$ cat src/sv/webp_header_dimension_parser_assert.svh
// Assertion macros shared by the parser's RTL.
`ifndef WEBP_HEADER_DIMENSION_PARSER_ASSERT_SVH
`define WEBP_HEADER_DIMENSION_PARSER_ASSERT_SVH

// Same-cycle implication, checked on every rising edge outside reset.
`define WPDP_ASSERT_IMPLY(label, clk, rst, ante, cons) \
  label: assert property (@(posedge clk) disable iff (rst) (ante) |-> (cons)) \
    else $error("%m: same-cycle check failed");

// Next-cycle implication, checked on every rising edge outside reset.
`define WPDP_ASSERT_NEXT(label, clk, rst, ante, cons) \
  label: assert property (@(posedge clk) disable iff (rst) (ante) |=> (cons)) \
    else $error("%m: next-cycle check failed");

`endif

$ cat src/sv/wpdp_pkg.sv
package wpdp_pkg;

  localparam int DimW      = 25;
  localparam int ChunkCntW = 8;
  localparam int CountW    = 4;
  localparam int NumFields = 12;
  localparam int SkipW     = 33;
  localparam int OutDataW  = 56;

  typedef logic [NumFields-1:0][7:0] fbytes_t;

  typedef enum logic [1:0] {
    ST_LOADED    = 2'd0,
    ST_NOT_RECOG = 2'd1,
    ST_ERROR     = 2'd2
  } status_t;

  typedef enum logic [0:0] {
    CFG_MAX_DIMENSION = 1'b0,
    CFG_MAX_CHUNKS    = 1'b1
  } cfg_index_t;

  typedef enum logic [4:0] {
    PH_HEADER  = 5'b00001,
    PH_CHUNK   = 5'b00010,
    PH_PAYLOAD = 5'b00100,
    PH_SKIP    = 5'b01000,
    PH_DONE    = 5'b10000
  } phase_t;

  typedef enum logic [1:0] {
    KIND_OTHER = 2'd0,
    KIND_VP8   = 2'd1,
    KIND_VP8L  = 2'd2,
    KIND_VP8X  = 2'd3
  } kind_t;

  // Four-character tags as they sit in the byte store, first character lowest.
  localparam logic [31:0] TAG_RIFF = 32'h4646_4952;
  localparam logic [31:0] TAG_WEBP = 32'h5042_4557;
  localparam logic [31:0] TAG_VP8  = 32'h2038_5056;
  localparam logic [31:0] TAG_VP8L = 32'h4C38_5056;
  localparam logic [31:0] TAG_VP8X = 32'h5838_5056;

  localparam logic [7:0] VP8_SYNC0 = 8'h9D;
  localparam logic [7:0] VP8_SYNC1 = 8'h01;
  localparam logic [7:0] VP8_SYNC2 = 8'h2A;
  localparam logic [7:0] VP8L_SIG  = 8'h2F;

  localparam logic [CountW-1:0] HEADER_LEN    = 4'd12;
  localparam logic [CountW-1:0] CHUNK_HDR_LEN = 4'd8;
  localparam logic [CountW-1:0] NEED_VP8L     = 4'd5;
  localparam logic [CountW-1:0] NEED_OTHER    = 4'd10;

  localparam logic [DimW-1:0]      MAX_DIM_RESET    = 25'd1000000;
  localparam logic [ChunkCntW-1:0] MAX_CHUNKS_RESET = 8'd8;

  typedef struct packed {
    logic              en;
    logic [CountW-1:0] idx;
    logic [7:0]        data;
  } fwrite_t;

  typedef struct packed {
    logic            valid;
    status_t         status;
    logic [DimW-1:0] width;
    logic [DimW-1:0] height;
  } result_t;

endpackage

$ cat src/sv/wpdp_fields.sv
// Twelve-byte store for header, chunk header and payload fields. The view
// shows the byte being written this cycle in place of the stored one.
module wpdp_fields (
  input  logic              clk,
  input  wpdp_pkg::fwrite_t wr,
  output wpdp_pkg::fbytes_t view
);

  wpdp_pkg::fbytes_t store;

  always_ff @(posedge clk) begin
    if (wr.en && (wr.idx < wpdp_pkg::CountW'(wpdp_pkg::NumFields))) begin
      store[wr.idx] <= wr.data;
    end
  end

  always_comb begin
    for (int i = 0; i < wpdp_pkg::NumFields; i++) begin
      if (wr.en && (wr.idx == wpdp_pkg::CountW'(i))) begin
        view[i] = wr.data;
      end else begin
        view[i] = store[i];
      end
    end
  end

endmodule

$ cat src/sv/wpdp_parse.sv
// Container state machine: one byte per step, at most one result per step.
module wpdp_parse (
  input  logic                               clk,
  input  logic                               rst,
  input  logic                               step,
  input  logic [7:0]                         data_byte,
  input  logic                               end_of_file,
  input  wpdp_pkg::fbytes_t                  view,
  input  logic [wpdp_pkg::DimW-1:0]          max_dimension,
  input  logic [wpdp_pkg::ChunkCntW-1:0]     max_chunks,
  output wpdp_pkg::fwrite_t                  wr,
  output wpdp_pkg::result_t                  res
);

  wpdp_pkg::phase_t                   phase, phase_next;
  logic [wpdp_pkg::CountW-1:0]        count, count_next, count_inc;
  logic [wpdp_pkg::ChunkCntW-1:0]     chunks_seen, chunks_seen_next, seen_inc;
  wpdp_pkg::kind_t                    kind, kind_next, tag_kind;
  logic [wpdp_pkg::SkipW-1:0]         skip_remaining, skip_next, skip_len;
  logic [31:0]                        chunk_length;
  logic [wpdp_pkg::CountW-1:0]        need_tag, need_cur;
  logic                               sig_ok, give_up, have, rearm;
  wpdp_pkg::status_t                  status;
  logic                               pay_ok, pay_loaded;
  logic [wpdp_pkg::DimW-1:0]          pay_w, pay_h;
  logic [31:0]                        vp8l_bits;

  assign count_inc = count + 1'b1;
  assign seen_inc  = (chunks_seen == '1) ? chunks_seen : chunks_seen + 1'b1;
  assign give_up   = (seen_inc >= max_chunks);

  assign sig_ok = ({view[3], view[2], view[1], view[0]} == wpdp_pkg::TAG_RIFF) &&
                  ({view[11], view[10], view[9], view[8]} == wpdp_pkg::TAG_WEBP);

  assign chunk_length = {view[7], view[6], view[5], view[4]};
  assign skip_len = {1'b0, chunk_length} + {{(wpdp_pkg::SkipW-1){1'b0}}, chunk_length[0]};

  always_comb begin
    case ({view[3], view[2], view[1], view[0]})
      wpdp_pkg::TAG_VP8:  tag_kind = wpdp_pkg::KIND_VP8;
      wpdp_pkg::TAG_VP8L: tag_kind = wpdp_pkg::KIND_VP8L;
      wpdp_pkg::TAG_VP8X: tag_kind = wpdp_pkg::KIND_VP8X;
      default:            tag_kind = wpdp_pkg::KIND_OTHER;
    endcase
  end

  assign need_tag = (tag_kind == wpdp_pkg::KIND_VP8L) ? wpdp_pkg::NEED_VP8L
                                                      : wpdp_pkg::NEED_OTHER;
  assign need_cur = (kind == wpdp_pkg::KIND_VP8L) ? wpdp_pkg::NEED_VP8L
                                                  : wpdp_pkg::NEED_OTHER;

  // Picture size from the image chunk's leading bytes.
  assign vp8l_bits = {view[4], view[3], view[2], view[1]};

  always_comb begin
    case (kind)
      wpdp_pkg::KIND_VP8: begin
        pay_ok = (view[3] == wpdp_pkg::VP8_SYNC0) && (view[4] == wpdp_pkg::VP8_SYNC1) &&
                 (view[5] == wpdp_pkg::VP8_SYNC2);
        pay_w  = {11'd0, view[7][5:0], view[6]};
        pay_h  = {11'd0, view[9][5:0], view[8]};
      end
      wpdp_pkg::KIND_VP8L: begin
        pay_ok = (view[0] == wpdp_pkg::VP8L_SIG);
        pay_w  = {11'd0, vp8l_bits[13:0]} + 1'b1;
        pay_h  = {11'd0, vp8l_bits[27:14]} + 1'b1;
      end
      default: begin
        pay_ok = 1'b1;
        pay_w  = {1'b0, view[6], view[5], view[4]} + 1'b1;
        pay_h  = {1'b0, view[9], view[8], view[7]} + 1'b1;
      end
    endcase
  end

  assign pay_loaded = pay_ok && (pay_w != '0) && (pay_h != '0) &&
                      (pay_w <= max_dimension) && (pay_h <= max_dimension);

  assign wr.en   = step && (count < wpdp_pkg::HEADER_LEN) &&
                   ((phase == wpdp_pkg::PH_HEADER) || (phase == wpdp_pkg::PH_CHUNK) ||
                    (phase == wpdp_pkg::PH_PAYLOAD));
  assign wr.idx  = count;
  assign wr.data = data_byte;

  always_comb begin
    phase_next       = phase;
    count_next       = count;
    chunks_seen_next = chunks_seen;
    kind_next        = kind;
    skip_next        = skip_remaining;
    have             = 1'b0;
    rearm            = 1'b0;
    status           = wpdp_pkg::ST_ERROR;
    res.width        = '0;
    res.height       = '0;

    if (step) begin
      unique case (phase)
        wpdp_pkg::PH_HEADER: begin
          count_next = count_inc;
          if (count_inc >= wpdp_pkg::HEADER_LEN) begin
            if (sig_ok) begin
              phase_next       = wpdp_pkg::PH_CHUNK;
              count_next       = '0;
              chunks_seen_next = '0;
              have             = (max_chunks == '0);
            end else begin
              have   = 1'b1;
              status = wpdp_pkg::ST_NOT_RECOG;
            end
          end
        end
        wpdp_pkg::PH_CHUNK: begin
          count_next = count_inc;
          if (count_inc >= wpdp_pkg::CHUNK_HDR_LEN) begin
            count_next = '0;
            kind_next  = tag_kind;
            if (tag_kind == wpdp_pkg::KIND_OTHER) begin
              skip_next = skip_len;
              if (skip_len == '0) begin
                // Empty chunk: done as soon as its header is.
                chunks_seen_next = seen_inc;
                have             = give_up;
              end else begin
                phase_next = wpdp_pkg::PH_SKIP;
              end
            end else if (chunk_length < {28'd0, need_tag}) begin
              have = 1'b1;
            end else begin
              phase_next = wpdp_pkg::PH_PAYLOAD;
            end
          end
        end
        wpdp_pkg::PH_PAYLOAD: begin
          count_next = count_inc;
          if (count_inc >= need_cur) begin
            have = 1'b1;
            if (pay_loaded) begin
              status     = wpdp_pkg::ST_LOADED;
              res.width  = pay_w;
              res.height = pay_h;
            end
          end
        end
        wpdp_pkg::PH_SKIP: begin
          skip_next = skip_remaining - 1'b1;
          if (skip_remaining <= {{(wpdp_pkg::SkipW-1){1'b0}}, 1'b1}) begin
            skip_next        = '0;
            chunks_seen_next = seen_inc;
            if (give_up) begin
              have = 1'b1;
            end else begin
              phase_next = wpdp_pkg::PH_CHUNK;
              count_next = '0;
            end
          end
        end
        wpdp_pkg::PH_DONE: begin
          rearm = end_of_file;
        end
        default: begin
          rearm = 1'b1;
        end
      endcase

      // A file that ends early: not recognised inside the header, error after.
      if ((phase != wpdp_pkg::PH_DONE) && !have && end_of_file) begin
        have   = 1'b1;
        status = (phase_next == wpdp_pkg::PH_HEADER) ? wpdp_pkg::ST_NOT_RECOG
                                                    : wpdp_pkg::ST_ERROR;
      end
      if (have) begin
        if (end_of_file) begin
          rearm = 1'b1;
        end else begin
          phase_next = wpdp_pkg::PH_DONE;
        end
      end
    end

    if (rearm) begin
      phase_next       = wpdp_pkg::PH_HEADER;
      count_next       = '0;
      chunks_seen_next = '0;
      kind_next        = wpdp_pkg::KIND_OTHER;
      skip_next        = '0;
    end

    res.valid  = have;
    res.status = status;
  end

  always_ff @(posedge clk) begin
    if (rst) begin
      phase          <= wpdp_pkg::PH_HEADER;
      count          <= '0;
      chunks_seen    <= '0;
      kind           <= wpdp_pkg::KIND_OTHER;
      skip_remaining <= '0;
    end else begin
      phase          <= phase_next;
      count          <= count_next;
      chunks_seen    <= chunks_seen_next;
      kind           <= kind_next;
      skip_remaining <= skip_next;
    end
  end

endmodule

$ cat src/sv/wpdp_out.sv
// Result register on the master side; refills in the cycle it is drained.
module wpdp_out (
  input  logic                              clk,
  input  logic                              rst,
  input  wpdp_pkg::result_t                 res,
  input  logic                              step,
  output logic                              advance,
  output logic                              m_tvalid,
  input  logic                              m_tready,
  output logic [wpdp_pkg::OutDataW-1:0]     m_tdata
);

  logic              load;
  wpdp_pkg::result_t held;

  assign advance = !m_tvalid || m_tready;
  assign load    = step && res.valid;

  always_ff @(posedge clk) begin
    if (rst) begin
      m_tvalid <= 1'b0;
    end else if (load) begin
      m_tvalid <= 1'b1;
    end else if (m_tready) begin
      m_tvalid <= 1'b0;
    end
  end

  always_ff @(posedge clk) begin
    if (load) begin
      held <= res;
    end
  end

  assign m_tdata = {4'd0, held.height, held.width, held.status};

endmodule

$ cat src/sv/webp_header_dimension_parser.sv
// WebP header dimension parser. Feed a file one byte per word on the slave
// side, with tlast high on the file's last byte. The block checks the
// 12-byte RIFF/WEBP header, walks the chunk headers, skips unknown chunks
// at their even-padded length (fewer than max_chunks of them) and reads the
// picture size from the first "VP8 ", "VP8L" or "VP8X" chunk. It sends one
// result word per file: status 0 (loaded, with width and height), 1 (format
// not recognised: bad signature, or the file ends inside the header) or 2
// (any other error: short or corrupt image chunk, a size of zero or above
// max_dimension, too many chunks, or an early end after the header). Width
// and height read zero unless the status is 0. Bytes after the result are
// dropped until the file's last byte, which re-arms the parser; a file that
// ends before a result gets its result on that last byte. The block takes
// one byte every clock cycle for as long as the master side keeps up: a
// byte is held in the input register, is parsed by a single pass of
// state-machine logic and its result lands in the output register, from
// which the result word is offered. Configuration
// writes (index 0 max_dimension, index 1 max_chunks) are always accepted and
// belong between files, when no result is outstanding.
module webp_header_dimension_parser (
  input  logic                                 clk,
  input  logic                                 rst,
  // Byte stream in.
  input  logic                                 s_tvalid,
  output logic                                 s_tready,
  input  logic [7:0]                           s_tdata,   // [7:0] data_byte
  input  logic                                 s_tlast,   // end_of_file
  // Result words out.
  output logic                                 m_tvalid,
  input  logic                                 m_tready,
  // [1:0] status, [26:2] image_width, [51:27] image_height, [55:52] zero
  output logic [wpdp_pkg::OutDataW-1:0]        m_tdata,
  // Register writes.
  input  logic                                 cfg_valid,
  output logic                                 cfg_ready,
  input  wpdp_pkg::cfg_index_t                 cfg_index,
  input  logic [wpdp_pkg::DimW-1:0]            cfg_data
);

`include "webp_header_dimension_parser_assert.svh"

  logic [wpdp_pkg::DimW-1:0]       max_dimension;
  logic [wpdp_pkg::ChunkCntW-1:0]  max_chunks;

  // Input register: the byte being parsed this cycle.
  logic                            in_valid;
  logic [7:0]                      in_byte;
  logic                            in_eof;
  logic                            advance;
  logic                            step;

  wpdp_pkg::fwrite_t               wr;
  wpdp_pkg::fbytes_t               view;
  wpdp_pkg::result_t               res;

  assign cfg_ready = 1'b1;

  always_ff @(posedge clk) begin
    if (rst) begin
      max_dimension <= wpdp_pkg::MAX_DIM_RESET;
      max_chunks    <= wpdp_pkg::MAX_CHUNKS_RESET;
    end else if (cfg_valid) begin
      unique case (cfg_index)
        wpdp_pkg::CFG_MAX_DIMENSION: max_dimension <= cfg_data;
        wpdp_pkg::CFG_MAX_CHUNKS:    max_chunks    <= cfg_data[wpdp_pkg::ChunkCntW-1:0];
        default:                     max_chunks    <= max_chunks;
      endcase
    end
  end

  // The held byte moves on whenever the result register can take its
  // outcome, so a new byte is taken in the same cycle.
  assign step     = in_valid && advance;
  assign s_tready = !in_valid || advance;

  always_ff @(posedge clk) begin
    if (rst) begin
      in_valid <= 1'b0;
    end else if (s_tvalid && s_tready) begin
      in_valid <= 1'b1;
    end else if (advance) begin
      in_valid <= 1'b0;
    end
  end

  always_ff @(posedge clk) begin
    if (s_tvalid && s_tready) begin
      in_byte <= s_tdata;
      in_eof  <= s_tlast;
    end
  end

  wpdp_fields u_fields (
    .clk  (clk),
    .wr   (wr),
    .view (view)
  );

  wpdp_parse u_parse (
    .clk           (clk),
    .rst           (rst),
    .step          (step),
    .data_byte     (in_byte),
    .end_of_file   (in_eof),
    .view          (view),
    .max_dimension (max_dimension),
    .max_chunks    (max_chunks),
    .wr            (wr),
    .res           (res)
  );

  wpdp_out u_out (
    .clk      (clk),
    .rst      (rst),
    .res      (res),
    .step     (step),
    .advance  (advance),
    .m_tvalid (m_tvalid),
    .m_tready (m_tready),
    .m_tdata  (m_tdata)
  );

  // Only a loaded result carries a size.
  `WPDP_ASSERT_IMPLY(a_size_only_when_loaded, clk, rst,
    m_tvalid && (m_tdata[1:0] != wpdp_pkg::ST_LOADED),
    (m_tdata[26:2] == '0) && (m_tdata[51:27] == '0))
  // An empty result register never holds back the byte stream.
  `WPDP_ASSERT_IMPLY(a_ready_when_empty, clk, rst, !m_tvalid, s_tready)
  // A result word needs a byte in the input register the cycle before.
  `WPDP_ASSERT_NEXT(a_no_result_from_nothing, clk, rst,
    !m_tvalid && !in_valid, !m_tvalid)

endmodule
$ cat config.mk
export PLATFORM = sky130hd
export DESIGN_NAME = webp_header_dimension_parser
export DESIGN_NICKNAME = d
export VERILOG_FILES = /design/src/sv/wpdp_pkg.sv /design/src/sv/wpdp_fields.sv /design/src/sv/wpdp_parse.sv /design/src/sv/wpdp_out.sv /design/src/sv/webp_header_dimension_parser.sv
export VERILOG_INCLUDE_DIRS = /design/src /design/src/sv
export SDC_FILE = /design/constraint.sdc
export NUM_CORES = 1
export LEC_CHECK = 0
export BUFFER_PORTS_ARGS = -buffer_cell sky130_fd_sc_hd__buf_4
export CAP_MARGIN = 20
export CORE_MARGIN = 1
export CORE_UTILIZATION = 45
export DETAILED_ROUTE_END_ITERATION = 8
export GPL_TIMING_DRIVEN = 0
export PLACE_DENSITY_LB_ADDON = 0.15
export SYNTH_ARGS = -nofsm -noshare
export SYNTH_HDL_FRONTEND = slang
export SYNTH_HIERARCHICAL = 1
export SYNTH_SLANG_ARGS = --single-unit
$ cat constraint.sdc
create_clock -name clk -period 9.8 [get_ports clk]
set_input_delay 2.94 -clock clk [delete_from_list [all_inputs] [get_ports clk]]
set_output_delay 2.94 -clock clk [all_outputs]
set_load 0.02 [all_outputs]
==> results of run 1 <==
## cells in the mapped netlist, types with 55 or more instances
cell	instances	area (um2)
edfxtp_1	157	4710
nor2_1	151	567
nand2_1	103	387
mux2_2	95	1070
o21ai_0	93	465
dfxtp_1	87	1740
inv_1	82	308
ha_1	81	1010
a21oi_1	72	360
nand3_1	62	310
clkbuf_1	60	225
nand4_1	55	344
## placed cells by master (no fill, tap or decap), types with 16 or more instances in the layout
cell	n
edfxtp_1	157
nor2_1	151
buf_4	120
nand2_1	103
mux2_2	95
o21ai_0	93
dfxtp_1	87
inv_1	81
ha_1	81
a21oi_1	72
clkbuf_1	65
nand3_1	62
nand4_1	55
nand2b_1	46
xnor2_1	44
nor3_1	41
mux2i_1	36
and3_1	36
buf_2	34
xor2_1	33
nor4_1	32
a22oi_1	30
clkbuf_16	29
nor2b_1	21
or3_1	17
nor3_2	16
## cells by family after synthesis
kind of cell	Yosys count
compound gates	329
xor+xnor	78
fa+ha+maj	81
buf+inv	208
flops	244
mux	134
other cells	2
simple gates	687
## where the power goes
| group | internal [uW] | switching (uW) |
|---|---|---|
| logic | 50.1 | 82.2 |
| clock network | 600 | 407 |
| registers | 1100 | 8.13 |
| total | 1750 | 498 |
## sequential cells by signal, indices dropped and copies added (netlist names)
signal                  count
max_dimension              25
u_parse/kind                2
u_parse/phase               5
in_eof                      1
u_out/m_tvalid              1
max_chunks                  8
u_parse/skip_remaining     33
in_byte                     8
in_valid                    1
u_parse/count               4
u_fields/store             96
u_out/m_tdata              52
u_parse/chunks_seen         8
## stage by stage
step	cell area (um2)	instances
global route	18800	2374
finish	18800	2374
floorplan	16600	1766
CTS	18800	2368
detailed placement	17900	2321
global placement	17800	2320
## layer usage
| metal | GRT usage (%) | routed length, um |
|---|---|---|
| met5 | 0 | 0 |
| met4 | 8.82 | 1620 |
| met3 | 4.33 | 3540 |
| met2 | 47.5 | 26000 |
| met1 | 39.8 | 25100 |
## critical path: cells and delay by family
family | cells | cell delay (ns)
AND/OR/NAND/NOR | 13 | 2.97
buffers and inverters | 8 | 1.70
AO/OA/AOI/OAI | 4 | 0.79
XOR/XNOR | 1 | 0.79
adder cells (fa/ha/maj) | 1 | 0.32
multiplexers | 1 | 0.27
## worst max path at each step
stage                        start           endpoint  slack, ns  cells past startpoint
final                     m_tready  u_out/m_tdata[12]       0.38                     28
after global routing      m_tready  u_out/m_tdata[10]       0.13                     23
after CTS                 m_tready  u_out/m_tdata[14]       0.12                     26
after detailed placement  m_tready  u_out/m_tdata[51]      -1.38                     29
after global placement    m_tready  u_out/m_tdata[28]      -2.30                     28
after floorplan           m_tready   u_out/m_tdata[0]       0.47                     27
## cell type report
class / instances / share of cell area [%]
clock buffer: 36 / 4.10
sequential: 244 / 34.3
buffer: 126 / 3.37
tap: 461 / 3.06
clock inverter: 11 / 0.551
multi-input combinational: 1314 / 49.0
timing repair buffer: 100 / 4.04
inverter: 82 / 1.63
## repair_timing
action / 4_1_cts / 5_1_grt
hold buffers: 0 / 0
buffers inserted: 0 / 5
pin swaps: 0 / 2
resized for setup: 5 / 5
setup endpoints to repair: 96 / 98
==> reports/results.tsv, run 1 <==
stage	metric	value	unit
clock_tree	CTS tree	done	
min_path	worst hold path endpoint	max_dimension[21]	
die	core area	35900	um2
setup_path	Worst R2R Path Depth	28	
placed_design	Place WS	-1.38	ns
logic_synthesis	register area share after synthesis	39.0	%
setup_path	WP data arrival	9.81	ns
timing	RSZ-0062 raised after global routing	no	
drt	DRC	0	
pwr	peak supply drop	0.137	mV
setup_path	critical path's slowest cell	xor2_1	
timing	final worst clock skew	0.0139	ns
logic_synthesis	#FFs+latches synth	244	
drt	WL/cell	23.7	um
placed_design	PortBufs	93	
setup_path	Max stage delay on crit path	0.79	ns
status	status	complete, no violations	
logic_synthesis	Post-synth ARST share	0	%
final_layout	register area	6460	um2
grt	first-pass GRT wire length	84300	um
logic_synthesis	Syn Inst Count	1763	
timing	fin. max-slew vios	0	
pwr	Pwr per Cell Area	119	nW/um2
min_path	Min-Delay Path Class	flop to flop	
logic_synthesis	Synth Area in Compound Gates	12.7	%
logic_synthesis	Synth Warn #	6	
final_layout	Filler cells	3297	
flow_run	Max Cap Viol	0	
placed_design	Post-DP HPWL	42700	um
timing	max_slew headroom	33.5	%
logic_synthesis	multiplexer area fraction after synthesis	8.84	%
setup_path	Critical Path Fanout Max	10	
grt	grt total ovfl	0	
drt	1st-pass router iterations	6	
timing	Peak Freq	106	MHz
setup_path	crit path kind	primary input to flop	
logic_synthesis	syn avg cell area	9.39	um2
logic_synthesis	most common flop cell mapped by yosys	edfxtp_1	
min_path	Worst Hold Path Cells	2	
setup_path	Worst setup EP type	flop	
grt	initial antenna violation count	0	
drt	DR iter-0 viols	1191	
drt	routed vias	14571	
setup_path	Worst path most repeated cell	buf_2	
pwr	post-route total power	2250	uW
placed_design	RD Place Congestion	0.949	
clock_tree	CTS clk-pin slew, worst paths	0.06	ns
final_layout	ANT cells	0	
min_path	Hold Startpoint	max_dimension[21]	
timing	endpoints failing hold	0	
die	IO Pins	99	
setup_path	Worst Path Required	10.19	ns
setup_path	startpoint types	primary input	
grt	pin count of the biggest net entering global routing	46	
clock_tree	Max H-tree Level	1	
grt	Tot GR Track Use	29.1	%
die	Die Y	194	um
drt	final WL	56300	um
clock_tree	CTS sink cnt	244	
logic_synthesis	largest family of logic cells by synthesized area	simple AND/OR/NAND/NOR gates	
logic_synthesis	cell area after synthesis	16600	um2
clock_tree	TritonCTS buffer count	28	
logic_synthesis	adder-cell area share of the yosys netlist	6.12	%
logic_synthesis	count of cell types in the netlist	91	
grt	vias in the first global route	13831	
drt	ANT nets after route	0	
logic_synthesis	Simple-Gate Fraction of Synth Area	23.5	%
logic_synthesis	xor/xnor share of the synthesized area	4.12	%
final_layout	multi-input logic area	9240	um2
setup_path	FF-to-FF Start	u_parse/phase[3]	
final_layout	layout cell share with drive strength beyond 1	18.5	%
die	Die Wd	194	um
die	std cell rows	69	
die	Initial Utilization	46.1	%
timing	Hold Slack	0.468	ns
clock_tree	CTS root buffer	clkbuf_16	
pwr	Leak Pwr	0.00714	uW
die	DIE AREA	37600	um2
logic_synthesis	EDFF count, synth	157	
setup_path	R2R Setup Slk	2.21	ns
final_layout	Final Util	52.5	%
setup_path	R2R Path End	u_out/m_tdata[12]	
drt	routed vias/inst	6.14	
clock_tree	CTS max path bufs	3	
timing	setup TNS	0	ns
timing	Slew @ Worst Pin	0.995	ns
final_layout	Layout area overhead	13.8	%
timing	Tcrit/Tclk final	96.1	%
timing	Final setup viols	0	
final_layout	Final #Nets	2017	
timing	Final WS setup	0.378	ns
timing	Final min period	9.42	ns
clock_tree	worst-skew pair later-pin latency	0.55	ns
Power figures use the tool's default switching activity.
==> inputs of run 2 (changes only) <==
==> constraint.sdc (replaced) <==
create_clock -name clk -period 10.7 [get_ports clk]
set_input_delay 3.21 -clock clk [delete_from_list [all_inputs] [get_ports clk]]
set_output_delay 3.21 -clock clk [all_outputs]
set_load 0.02 [all_outputs]
==> run 2 against run 1 <==
Against the previous run: final cell count decreased by 0.21%; clock skew increased by 0.00089 ns; die area stayed put; largest cell class unchanged; critical endpoint is now u_out/m_tdata[10]; non-clock buffer count is 5 lower; utilization decreased by 0.19 points; flip-flop and latch count unchanged; register-to-register slack gained 0.45 ns; first-iteration DRC count is 2.4% lower; sequential power is 8% lower.
==> reports/results.tsv, run 2 (synthesized netlist as in run 1, its figures left out) <==
stage	metric	value	unit
status	status	complete, no violations	
pwr	fraction of power spent switching nets	22.2	%
drt	DRC	0	
setup_path	Critical Path Fanout Max	45	
timing	final worst clock skew	0.0148	ns
drt	DR iter-0 viols	1163	
final_layout	layout cell share with drive strength beyond 1	18.1	%
grt	met1 GRT Util	39.8	%
setup_path	Worst setup EP type	flop	
final_layout	Largest Register	u_fields/store	
grt	initial antenna violation count	0	
pwr	Pwr per Cell Area	110	nW/um2
timing	Final min period	10.19	ns
clock_tree	CTS max path bufs	3	
setup_path	Worst path most repeated cell	nand3_1	
placed_design	Place WS	-0.752	ns
die	DIE AREA	37600	um2
clock_tree	CTS tree	done	
setup_path	critical path's slowest cell	nor4_4	
final_layout	highest-count cells in the layout ignoring fill and taps	edfxtp_1, nor2_1, buf_4, nand2_1, mux2_2	
placed_design	DP Area	17900	um2
pwr	sw power	458	uW
clock_tree	Max H-tree Level	1	
clock_tree	CTS clk-pin slew, worst paths	0.06	ns
die	core area	35900	um2
grt	grt total ovfl	0	
final_layout	Layout area overhead	13.4	%
timing	RSZ-0062 raised after global routing	no	
setup_path	Worst Path Required	10.93	ns
timing	max_slew headroom	34.8	%
timing	fin. max-slew vios	0	
final_layout	cell area after layout	18800	um2
final_layout	commonest non-fill, non-tap cell in the layout	edfxtp_1	
pwr	Seq pwr share	49.3	%
setup_path	startpoint types	primary input	
pwr	peak supply drop	0.126	mV
pwr	Comb pwr share	5.8	%
pwr	Leak Pwr	0.00711	uW
die	IO Pins	99	
setup_path	Max stage delay on crit path	0.58	ns
grt	met3 Use GR	4.35	%
timing	endpoints failing hold	0	
setup_path	WP buf/inv	9	
die	Die Y	194	um
grt	vias in the first global route	13813	
final_layout	ANT cells	0	
drt	1st-pass router iterations	9	
setup_path	crit path kind	primary input to flop	
timing	setup TNS	0	ns
die	std cell rows	69	
drt	routed vias	14496	
flow_run	Max Cap Viol	0	
die	Initial Utilization	46.1	%
clock_tree	worst-skew pair later-pin latency	0.56	ns
grt	met2 Use GR	47.3	%
setup_path	WP data arrival	10.43	ns
clock_tree	TritonCTS buffer count	28	
timing	Final setup viols	0	
grt	Tot GR Track Use	29.1	%
drt	WL/cell	23.7	um
timing	Tcrit/Tclk final	95.3	%
min_path	Min-Delay Path Class	flop to flop	
pwr	Clock power frac	44.8	%
timing	Hold Slack	0.466	ns
final_layout	Final Util	52.3	%
drt	routed vias/inst	6.12	
placed_design	RD Place Congestion	0.949	
drt	ANT nets after route	0	
setup_path	kind of cell adding the most delay to the critical path	simple AND/OR/NAND/NOR gates	
timing	Final WS setup	0.505	ns
timing	Slew @ Worst Pin	0.974	ns
die	Die Wd	194	um
placed_design	Post-DP HPWL	42700	um
final_layout	Final #Nets	2012	
clock_tree	CTS sink cnt	244	
drt	final WL	56100	um
grt	Most Used Layer, Global Route	met2	
grt	first-pass GRT wire length	84200	um
pwr	P_int	1610	uW
placed_design	PortBufs	93	
clock_tree	CTS root buffer	clkbuf_16	
grt	pin count of the biggest net entering global routing	46	
final_layout	max reg flops	96	
timing	Peak Freq	98.1	MHz
==> run 2: cell count changes in the layout (fill, tap and decap cells not counted), sizes merged <==
| cell | delta |
|---|---|
| buf | -5 |
==> run 2: per-layer routing <==
layer,part of all wire [%],vias up
met5,0,-
met4,3.1,0
met3,6.7,110
met2,46,607
met1,44,7027
li1,-,6752
==> run 2: power by group through the flow <==
| stage | combinational [uW] | clock [uW] | sequential, uW |
|---|---|---|---|
| CTS | 120 | 942 | 1020 |
| detailed placement | 119 | 0 | 1040 |
| global route | 131 | 974 | 1020 |
| finish | 121 | 926 | 1020 |
| global placement | 117 | 0 | 1040 |
| floorplan | 72.1 | 0 | 1040 |
==> run 2: final cells by class <==
type / count / area [um2]
buffer: 126 / 636
inverter: 82 / 308
multi-input combinational: 1314 / 9210
timing repair buffer: 95 / 723
tap: 461 / 577
clock buffer: 36 / 772
clock inverter: 11 / 104
sequential: 244 / 6460
fill: 3305 / 17100
==> run 2: path summary, 6_finish.rpt <==
path	from	to	slack [ns]	cells past startpoint
worst min-delay path	max_dimension[21]	max_dimension[21]	0.47	2
worst max register to register	u_parse/phase[3]	u_out/m_tdata[10]	2.66	29
worst min register to register	max_dimension[21]	max_dimension[21]	0.47	2
worst max-delay path	m_tready	u_out/m_tdata[10]	0.51	29
==> run 2: tightest hold or removal path: stages, from the launching register on <==
cell,delay (ns)
dfxtp_1,0.31
nand2b_1,0.06
o21ai_1,0.05
==> run 2: through the flow <==
stage	total power (uW)	cells
3_3_place_gp	1150	2320
2_1_floorplan	1110	1766
3_5_place_dp	1160	2321
5_1_grt	2120	2369
4_1_cts	2080	2368
6_report	2060	2369
==> run 2: timing repair <==
action | 4_1_cts | 5_1_grt
setup endpoints to repair | 45 | 99
hold buffers | 0 | 0
cloned | 0 | 0
gates resized for setup | 1 | 4
setup buffers | 0 | 0
==> inputs of run 3 (changes only) <==
--- a/config.mk
+++ b/config.mk
@@ -8,6 +8,7 @@
 export LEC_CHECK = 0
 export BUFFER_PORTS_ARGS = -buffer_cell sky130_fd_sc_hd__buf_4
 export CAP_MARGIN = 20
+export CORE_ASPECT_RATIO = 0.75
 export CORE_MARGIN = 1
 export CORE_UTILIZATION = 45
 export DETAILED_ROUTE_END_ITERATION = 8
@@ -15,5 +16,4 @@
 export PLACE_DENSITY_LB_ADDON = 0.15
 export SYNTH_ARGS = -nofsm -noshare
 export SYNTH_HDL_FRONTEND = slang
-export SYNTH_HIERARCHICAL = 1
 export SYNTH_SLANG_ARGS = --single-unit
==> run 3 against run 2 <==
Against the previous run: critical path depth rose by 2; sequential share of layout area down 2.3 points; largest power group unchanged; synthesized cell count up 16%.
==> reports/results.tsv, run 3 <==
stage	metric	value	unit
drt	DR iter-0 viols	2495	
drt	routed vias/inst	6.67	
setup_path	startpoint types	primary input	
timing	fin. max-slew vios	0	
clock_tree	Max H-tree Level	1	
logic_synthesis	most common flop cell mapped by yosys	edfxtp_1	
clock_tree	post_cts resized	0	
setup_path	Worst Path Required	11.13	ns
logic_synthesis	Post-synth ARST share	0	%
clock_tree	worst-skew pair later-pin latency	0.58	ns
setup_path	Max stage delay on crit path	0.46	ns
logic_synthesis	cell area after synthesis	17700	um2
logic_synthesis	count of cell types in the netlist	95	
pwr	Pwr per Cell Area	111	nW/um2
die	core area	38600	um2
clock_tree	TritonCTS buffer count	27	
timing	Slew @ Worst Pin	1.27	ns
drt	ANT nets after route	0	
setup_path	WP data arrival	10.65	ns
placed_design	DP Area	19100	um2
grt	vias in the first global route	16582	
min_path	Min-Delay Path Class	flop to flop	
grt	Tot GR Track Use	39.1	%
timing	setup TNS	0	ns
logic_synthesis	area leader, netlist	edfxtp_1	
drt	DRC	0	
timing	RSZ-0062 raised after global routing	no	
status	status	complete, no violations	
placed_design	Post-DP HPWL	62600	um
setup_path	Critical Path Fanout Max	10	
final_layout	cell area after layout	20100	um2
timing	Final min period	10.22	ns
clock_tree	CTS sink cnt	244	
setup_path	crit path kind	primary input to flop	
logic_synthesis	Synth Warn #	0	
die	Initial Utilization	46.0	%
logic_synthesis	Synth area leaders	edfxtp_1, dfxtp_1, ha_1, a21oi_1, nor2_1	
die	Die Wd	231	um
timing	max_slew headroom	14.3	%
logic_synthesis	syn avg cell area	8.64	um2
logic_synthesis	top cells by count, synth	nor2_1, nand2_1, edfxtp_1	
logic_synthesis	register area share after synthesis	36.4	%
setup_path	Worst path most repeated cell	a21o_1	
pwr	peak supply drop	0.135	mV
setup_path	critical path's slowest cell	o31a_1	
clock_tree	CTS clk-pin slew, worst paths	0.06	ns
setup_path	Worst setup EP type	flop	
clock_tree	CTS root buffer	clkbuf_16	
die	Die Y	174	um
die	DIE AREA	40200	um2
clock_tree	# Post-CTS Setup Buffers	0	
grt	initial antenna violation count	0	
logic_synthesis	Syn Inst Count	2050	
timing	Tcrit/Tclk final	95.5	%
logic_synthesis	#FFs+latches synth	244	
drt	routed vias	18106	
grt	grt total ovfl	0	
final_layout	layout cell share with drive strength beyond 1	11.1	%
clock_tree	CTS tree	done	
grt	first-pass GRT wire length	115000	um
final_layout	commonest non-fill, non-tap cell in the layout	nor2_1	
timing	final worst clock skew	0.0164	ns
die	std cell rows	62	
placed_design	PortBufs	93	
final_layout	Layout area overhead	13.5	%
placed_design	RD Place Congestion	1.08	
flow_run	Max Cap Viol	0	
final_layout	max reg flops	96	
die	IO Pins	99	
drt	1st-pass router iterations	6	
clock_tree	post-cts hold buffer count	0	
timing	Final setup viols	0	
final_layout	Final Util	52.2	%
drt	final WL	80500	um
pwr	Leak Pwr	0.00776	uW
timing	Peak Freq	97.9	MHz
logic_synthesis	share of the synthesized area in the top cell type	26.6	%
logic_synthesis	cell with the most instances after synthesis	nor2_1	
final_layout	highest-count cells in the layout ignoring fill and taps	nor2_1, nand2_1, edfxtp_1, a21oi_1, o21ai_0	
final_layout	Filler cells	3593	
drt	WL/cell	29.6	um
timing	endpoints failing hold	0	
clock_tree	CTS max path bufs	3	
logic_synthesis	EDFF count, synth	157	
final_layout	Largest Register	u_fields.store	
grt	pin count of the biggest net entering global routing	31	
final_layout	Final #Nets	2304	
run 3: changes by cell type in the layout (fill, tap and decap cells not counted), moves of 25 or more:
cell / previous run / this run
nand2_1: 103 / 179
mux2_2: 95 / 24
a21oi_1: 72 / 142
nor2_1: 151 / 185
mux2i_1: 36 / 69
nor3_1: 42 / 72
and2_1: 10 / 39
clkbuf_1: 65 / 90
nand2b_1: 46 / 21
run 3: final timing paths:
check / end / depth (start not counted) / start / slack (ns)
hold / removal: max_dimension[21] / 2 / max_dimension[21] / 0.46
hold reg to reg: max_dimension[21] / 2 / max_dimension[21] / 0.46
setup / recovery: u_out.m_tdata[22] / 31 / m_tready / 0.48
setup reg to reg: u_out.m_tdata[22] / 23 / in_byte[7] / 2.06
run 3: per-stage QoR:
step	std cells	power, uW	hold slack [ns]	setup slack (ns)
2_1_floorplan	2053	1140	0.436	0.486
3_3_place_gp	2658	1220	0.444	-1.82
3_5_place_dp	2663	1230	0.449	0.0952
4_1_cts	2713	2250	0.462	0.660
5_1_grt	2713	2300	0.487	0.254
6_report	2715	2240	0.461	0.481
run 3: layer usage:
| layer | share of wire, % | GRT usage, % | routed length, um |
|---|---|---|---|
| met1 | 42 | 55.7 | 34000 |
| met2 | 40 | 55.2 | 32200 |
| met3 | 13 | 12.0 | 10800 |
| met4 | 4.4 | 14.5 | 3520 |
| met5 | 0 | 0 | 0 |
run 3: cell families (layout without fill, tap and decap cells):
family | after synthesis | in the layout | synth area share [%]
AO/OA/AOI/OAI | 486 | 486 | 17.8
XOR/XNOR | 83 | 83 | 4.10
adder cells (fa/ha/maj) | 84 | 84 | 5.93
buffers and inverters | 210 | 358 | 4.92
flip-flops | 244 | 244 | 36.4
multiplexers | 95 | 95 | 5.59
other | 2 | 7 | 0.0424
AND/OR/NAND/NOR | 846 | 846 | 25.1
run 3: critical path: cells and delay by family:
family / cells / cell delay (ns)
AO/OA/AOI/OAI: 12 / 2.82
AND/OR/NAND/NOR: 9 / 2.06
buffers and inverters: 7 / 1.51
adder cells (fa/ha/maj): 2 / 0.58
multiplexers: 1 / 0.44
run 3: final cells by class:
type                            count  area [um2]  share of cell area, %
Sequential cell                   244        6460                   32.1
Buffer                            123         546                   2.71
Clock buffer                       36         751                   3.73
Inverter                           87         327                   1.62
Tap cell                          512         641                   3.19
Multi-Input combinational cell   1599       10400                   51.8
Timing Repair Buffer               98         762                   3.79
Antenna cell                        2        5.00                 0.0249
Clock inverter                     14         208                   1.03
run 3: power breakdown:
group | leakage, uW | switching [uW] | internal, uW
Clock | 0.000471 | 412 | 615
Combinational | 0.00512 | 124 | 53.6
Sequential | 0.00217 | 20.5 | 1020
Total | 0.00776 | 557 | 1680
